$ cat src/ddo_pkg.sv
// Shared types, constants and the arctangent table of the odometry block.
// Used by every module of the block; depends on nothing.
package ddo_pkg;

    localparam int CFG_IDX_W  = 3;
    localparam int CFG_DATA_W = 20;
    localparam int CORDIC_STEPS_DEF = 24;

    localparam int CW        = 34;
    localparam int DIV_NUM_W = 64;
    localparam int DIV_DEN_W = 27;
    localparam int DIV_CNT_W = $clog2(DIV_NUM_W);

    localparam logic [19:0] WHEEL_BASE_RST = 20'd190000;
    localparam logic [15:0] GAIN_RST       = 16'd16384;

    localparam int          DIST_CHUNKS  = 3;
    localparam logic [4:0]  DIST_DIVISOR = 5'd25;
    localparam logic [21:0] DIST_RECIP   = 22'd2684355;

    localparam logic signed [CW-1:0] PI_Q         = CW'(843314857);
    localparam logic signed [CW-1:0] TWO_PI_Q     = CW'(1686629713);
    localparam logic signed [CW-1:0] HALF_PI_Q    = CW'(421657428);
    localparam logic signed [CW-1:0] TWO_PI_FOLD  = CW'(1686630973);
    localparam logic signed [CW-1:0] CORDIC_START = CW'(652032874);

    typedef enum logic [CFG_IDX_W-1:0] {
        REG_WHEEL_BASE   = 3'd0,
        REG_LIN_FORWARD  = 3'd1,
        REG_LIN_REVERSE  = 3'd2,
        REG_TURN_LEFT    = 3'd3,
        REG_TURN_RIGHT   = 3'd4
    } reg_idx_t;

    typedef enum logic [3:0] {
        ST_IDLE,
        ST_PREP,
        ST_DIVH_START,
        ST_DIVH_RUN,
        ST_SCALE,
        ST_DIST_INIT,
        ST_DIST_RUN,
        ST_CORDIC,
        ST_MUL_X,
        ST_MUL_Y,
        ST_UPD,
        ST_DONE
    } state_t;

    typedef struct packed {
        logic       load;
        logic       prep;
        logic       div_start;
        logic       dist_init;
        logic       dist_step;
        logic       scale;
        logic       step_ld;
        logic       dist_ld;
        logic       cordic_step;
        logic [4:0] iter;
        logic       mul_x;
        logic       mul_y;
        logic       upd;
        logic       out_ld;
    } cmd_t;

    typedef struct packed {
        logic div_done;
        logic out_free;
    } status_t;

    function automatic logic signed [CW-1:0] atan_q28(input logic [4:0] idx);
        logic signed [CW-1:0] v;
        case (idx)
            5'd0:    v = CW'(210828714);
            5'd1:    v = CW'(124459457);
            5'd2:    v = CW'(65760959);
            5'd3:    v = CW'(33381290);
            5'd4:    v = CW'(16755422);
            5'd5:    v = CW'(8385879);
            5'd6:    v = CW'(4193963);
            5'd7:    v = CW'(2097109);
            5'd8:    v = CW'(1048571);
            5'd9:    v = CW'(524287);
            5'd10:   v = CW'(262144);
            5'd11:   v = CW'(131072);
            5'd12:   v = CW'(65536);
            5'd13:   v = CW'(32768);
            5'd14:   v = CW'(16384);
            5'd15:   v = CW'(8192);
            5'd16:   v = CW'(4096);
            5'd17:   v = CW'(2048);
            5'd18:   v = CW'(1024);
            5'd19:   v = CW'(512);
            5'd20:   v = CW'(256);
            5'd21:   v = CW'(128);
            5'd22:   v = CW'(64);
            5'd23:   v = CW'(32);
            5'd24:   v = CW'(16);
            5'd25:   v = CW'(8);
            5'd26:   v = CW'(4);
            5'd27:   v = CW'(2);
            5'd28:   v = CW'(1);
            default: v = '0;
        endcase
        return v;
    endfunction

endpackage

$ cat src/ddo_ctrl.sv
// Controller state machine that sequences the odometry datapath.
// Depends on ddo_pkg.
module ddo_ctrl #(
    parameter int CORDIC_STEPS = ddo_pkg::CORDIC_STEPS_DEF
) (
    input  logic             clk,
    input  logic             rst_n,
    input  logic             in_valid,
    output logic             in_ready,
    input  ddo_pkg::status_t status,
    output ddo_pkg::cmd_t    cmd
);
    import ddo_pkg::*;

    localparam int ROT_N = (CORDIC_STEPS > 32) ? 32 : CORDIC_STEPS;
    localparam int IW    = $clog2(ROT_N);

    state_t        state_reg, state_next;
    logic [IW-1:0] it_reg, it_next;

    always_comb
    begin
        state_next = state_reg;
        it_next    = '0;
        case (state_reg)
            ST_IDLE:       if (in_valid) state_next = ST_PREP;
            ST_PREP:       state_next = ST_DIVH_START;
            ST_DIVH_START: state_next = ST_DIVH_RUN;
            ST_DIVH_RUN:   if (status.div_done) state_next = ST_SCALE;
            ST_SCALE:      state_next = ST_DIST_INIT;
            ST_DIST_INIT:  state_next = ST_DIST_RUN;
            ST_DIST_RUN:
            begin
                it_next = it_reg + 1'b1;
                if (it_reg == IW'(DIST_CHUNKS - 1))
                begin
                    state_next = ST_CORDIC;
                    it_next    = '0;
                end
            end
            ST_CORDIC:
            begin
                it_next = it_reg + 1'b1;
                if (it_reg == IW'(ROT_N - 1))
                begin
                    state_next = ST_MUL_X;
                end
            end
            ST_MUL_X:      state_next = ST_MUL_Y;
            ST_MUL_Y:      state_next = ST_UPD;
            ST_UPD:        state_next = ST_DONE;
            ST_DONE:       if (status.out_free) state_next = ST_IDLE;
            default:       state_next = ST_IDLE;
        endcase
    end

    always_comb
    begin
        cmd      = '0;
        in_ready = 1'b0;
        cmd.iter = 5'(it_reg);
        case (state_reg)
            ST_IDLE:
            begin
                in_ready = 1'b1;
                cmd.load = in_valid;
            end
            ST_PREP:       cmd.prep = 1'b1;
            ST_DIVH_START: cmd.div_start = 1'b1;
            ST_DIVH_RUN:   cmd.scale = 1'b0;
            ST_SCALE:      cmd.scale = 1'b1;
            ST_DIST_INIT:
            begin
                cmd.dist_init = 1'b1;
                cmd.step_ld   = 1'b1;
            end
            ST_DIST_RUN:   cmd.dist_step = 1'b1;
            ST_CORDIC:
            begin
                cmd.cordic_step = 1'b1;
                cmd.dist_ld     = 1'b1;
            end
            ST_MUL_X:      cmd.mul_x = 1'b1;
            ST_MUL_Y:      cmd.mul_y = 1'b1;
            ST_UPD:        cmd.upd = 1'b1;
            ST_DONE:       cmd.out_ld = status.out_free;
            default:       cmd = '0;
        endcase
    end

    always_ff @(posedge clk or negedge rst_n)
    begin
        if (!rst_n)
        begin
            state_reg <= ST_IDLE;
            it_reg    <= '0;
        end
        else
        begin
            state_reg <= state_next;
            it_reg    <= it_next;
        end
    end

endmodule

$ cat config.mk
export PLATFORM = sky130hd
export DESIGN_NAME = ddo_ctrl
export DESIGN_NICKNAME = d
export VERILOG_FILES = /design/src/ddo_pkg.sv /design/src/ddo_ctrl.sv
export SDC_FILE = /design/constraint.sdc
export NUM_CORES = 1
export LEC_CHECK = 0
export BUFFER_PORTS_ARGS = -buffer_cell sky130_fd_sc_hd__buf_2
export CAP_MARGIN = 0
export CORE_MARGIN = 4
export CORE_UTILIZATION = 46
export CTS_CLUSTER_DIAMETER = 80
export DETAILED_ROUTE_END_ITERATION = 6
export GPL_TIMING_DRIVEN = 0
export PLACE_DENSITY = 0.85
export SKIP_LAST_GASP = 1
export SLEW_MARGIN = 20
export SYNTH_ARGS = -nofsm -noshare
export SYNTH_HDL_FRONTEND = slang
export SYNTH_SLANG_ARGS = --single-unit
$ cat constraint.sdc
create_clock -name clk -period 1.7 [get_ports clk]
set_input_delay 0.085 -clock clk [delete_from_list [all_inputs] [get_ports clk]]
set_output_delay 0.085 -clock clk [all_outputs]
set_load 0.02 [all_outputs]
==> results.cfg <==
[outcome]
status = completed

[cts]
clk_pin_slew_ns = 0.07
cts.sinks = 9
cts_tree = yes
cts_root_buffer = clkbuf_4
h-tree-depth = 1
clock_latency_ns = 0.27
clockBufferDepth = 2
cts_made_buffers = 3
post_cts_buffers = 0

[final_layout]
nets = 108
layout.area.seq_um2 = 225
area_growth_syn_to_layout_pct = 28.8
fin_util = 0.624
drive_gt1_frac = 0.360
n_antenna_cell = 0
largest_reg_flops = 5
multi_input_area_um2 = 363
fillers = 124
instances_no_fill = 115

[logic_synthesis]
ys_seq_area_frac = 0.357
synth-simple-area-share = 0.373
ys_top_cells_by_area = dfrtp_1, nor2_1, and2_1
synth_common_cells = dfrtp_1, nor2_1, and2_1, nor3_1, nand2_1
synth_top_cell_area_share = 0.357
synth_ff_type = dfrtp_1
ys_seq_elements = 9
async_reset_ff_frac = 1.00
syn_inst = 72
syn_nets = 79
synth_xor_area_frac = 0.0417
synth-compound-area-share = 0.0952
synthAdderAreaFrac = 0.0397
ys_warn_count = 0
synth_top_family_by_area = simple AND/OR/NAND/NOR gates
synth_edf_count = 0
ys_types = 30
avgSynthCellArea_um2 = 8.76
synth_area_leader_cell = dfrtp_1
muxShareOfSynthArea = 0.0159
synth_area_um2 = 631

[placement]
dpl.hpwl_um = 1180
place.port_buffers = 23
placedCellCount = 110
gp_congestion = 0.758

[critical_path]
crit_slowest_cell = dfrtp_1
path_buf_inv = 3
reg2reg_from = it_reg[0]
crit_start = state_reg[2]
worst-endpoint-arrival_ns = 1.52
path_class = register to output port
critPathLaunchType = register
required_ns = 1.62
critPathMaxStageDelay_ns = 0.42
cp-end-kind = output port
critical_path.cell_chain = clkbuf_2 > and4b_1 > buf_4 > buf_2
crit_family = buffers and inverters
crit_fanout = 10

[sta]
fin_crit_ns = 1.61
hold_ws_ns = 0.199
timing.final.crit_share = 0.945
finalSetupTns_ns = 0
finalSetupViolations = 0
fin_skew_ns = 0.00459
rsz0062_at_grt = no
worst_pin_slew_ns = 0.366
fmax_ghz = 0.622
hold_viol = 0
slew_headroom = 0.753
slew_viol_final = 0

[pwr]
total_leakage_power_uw = 0.000427
powerDensity_nw_per_um2 = 1600
p_seq_frac = 0.258
swShare = 0.483
ir_drop_mv = 0.630
power_uw = 1300
p_clk_frac = 0.130
p_sw_uw = 626
p_int_uw = 670
combPwrFrac = 0.613

[grt]
grt_usage = 0.164
grt.overflow.total = 0
grt_first_pass_wirelength_um = 2380
grt_max_degree = 11
antenna_found_initial = 0
first_global_vias = 568

[route]
vias = 638
dr.pass1.iters = 4
drtIter0Drc = 12
wl_met2_um = 774
routed.top_layer = met4
drc = 0
ant_nets = 0
met1_length_um = 629
wl_met3_um = 129
wl_per_cell_um = 13.5
viasPerCell = 5.55
wl_um = 1560

[job]
drv_cap = 0

[floorplanning]
die_y_um = 45.0
rows = 13
die_area_um2 = 2030
core-area_um2 = 1300
dieWidth_um = 45.0
io_pins = 24
start_util = 0.485

[hold_path]
hold_class = primary input to asynchronous set/reset pin
==> worst reg2reg max path, cell delays in order, from the launching register on <==
cell	delay, ns
dfrtp_1	0.40
inv_1	0.07
ha_1	0.18
nor4b_1	0.15
or3_4	0.34
a221o_1	0.33
==> stage by stage <==
| stage | area, um2 | setup WS, ns |
|---|---|---|
| 3_5_place_dp | 771 | 0.128 |
| 4_1_cts | 811 | 0.0551 |
| 2_1_floorplan | 637 | 0.186 |
| 6_report | 812 | 0.0930 |
| 5_1_grt | 812 | 0.000654 |
| 3_3_place_gp | 771 | 0.155 |
==> placed cells by master (no fill, tap or decap), drive strengths merged <==
master and n:
buf 26, nor2 9, dfrtp 9, clkbuf 6, nor3 5, and2 5, nand2 4, inv 3
nand3 3, o211ai 3, nand2b 3, and4b 2, xor2 2, a21oi 2, and3 2, ha 2
nor4 1, nor4b 1, a211o 1, xnor2 1, nor2b 1, nand4b 1, or3 1, mux2i 1
or4 1, nor3b 1, a221o 1, o32ai 1, clkinv 1, dlygate4sd3 1
==> routing by layer <==
layer	track usage	vias up
met4	0.0702	0
met5	0	-
met3	0.0359	3
li1	-	308
met1	0.195	299
met2	0.282	28
==> worst paths after layout <==
kind | slack, ns | end | cells past startpoint
setup / recovery | 0.09 | cmd[10] | 4
hold / removal | 0.20 | state_reg[0] | 2
setup reg to reg | 0.12 | state_reg[0] | 5
hold reg to reg | 0.50 | it_reg[0] | 1
max in group asynchronous | 1.32 | state_reg[3] | 2
min in group clk | 0.21 | state_reg[3] | 3
==> repair_timing <==
item	CTS	global route
hold buffers	1	0
pin swaps	0	0
endpoints found under the setup margin	2	3
gates resized for setup	2	2
hold endpoints to repair	9	0
==> power groups by stage <==
stage	Sequential (uW)	Combinational [uW]	Clock [uW]
5_1_grt	343	861	185
4_1_cts	333	790	176
6_report	334	794	168
3_5_place_dp	337	782	0
3_3_place_gp	331	758	0
2_1_floorplan	323	585	0
==> cells by family after synthesis <==
group | after synthesis
AND/OR/NAND/NOR | 40
buffers and inverters | 9
flip-flops | 9
AO/OA/AOI/OAI | 8
XOR/XNOR | 3
adder cells (fa/ha/maj) | 2
multiplexers | 1
==> cell type report <==
type                    instances  area share
flip-flops and latches          9       0.277
well taps                      15      0.0231
inverters                       3      0.0139
multi-input cells              54       0.447
clock buffers                   3      0.0277
plain buffers                   6      0.0508
clock inverters                 1     0.00616
repair buffers                 24       0.154
Note: power is estimated with default switching activity, not from simulation.
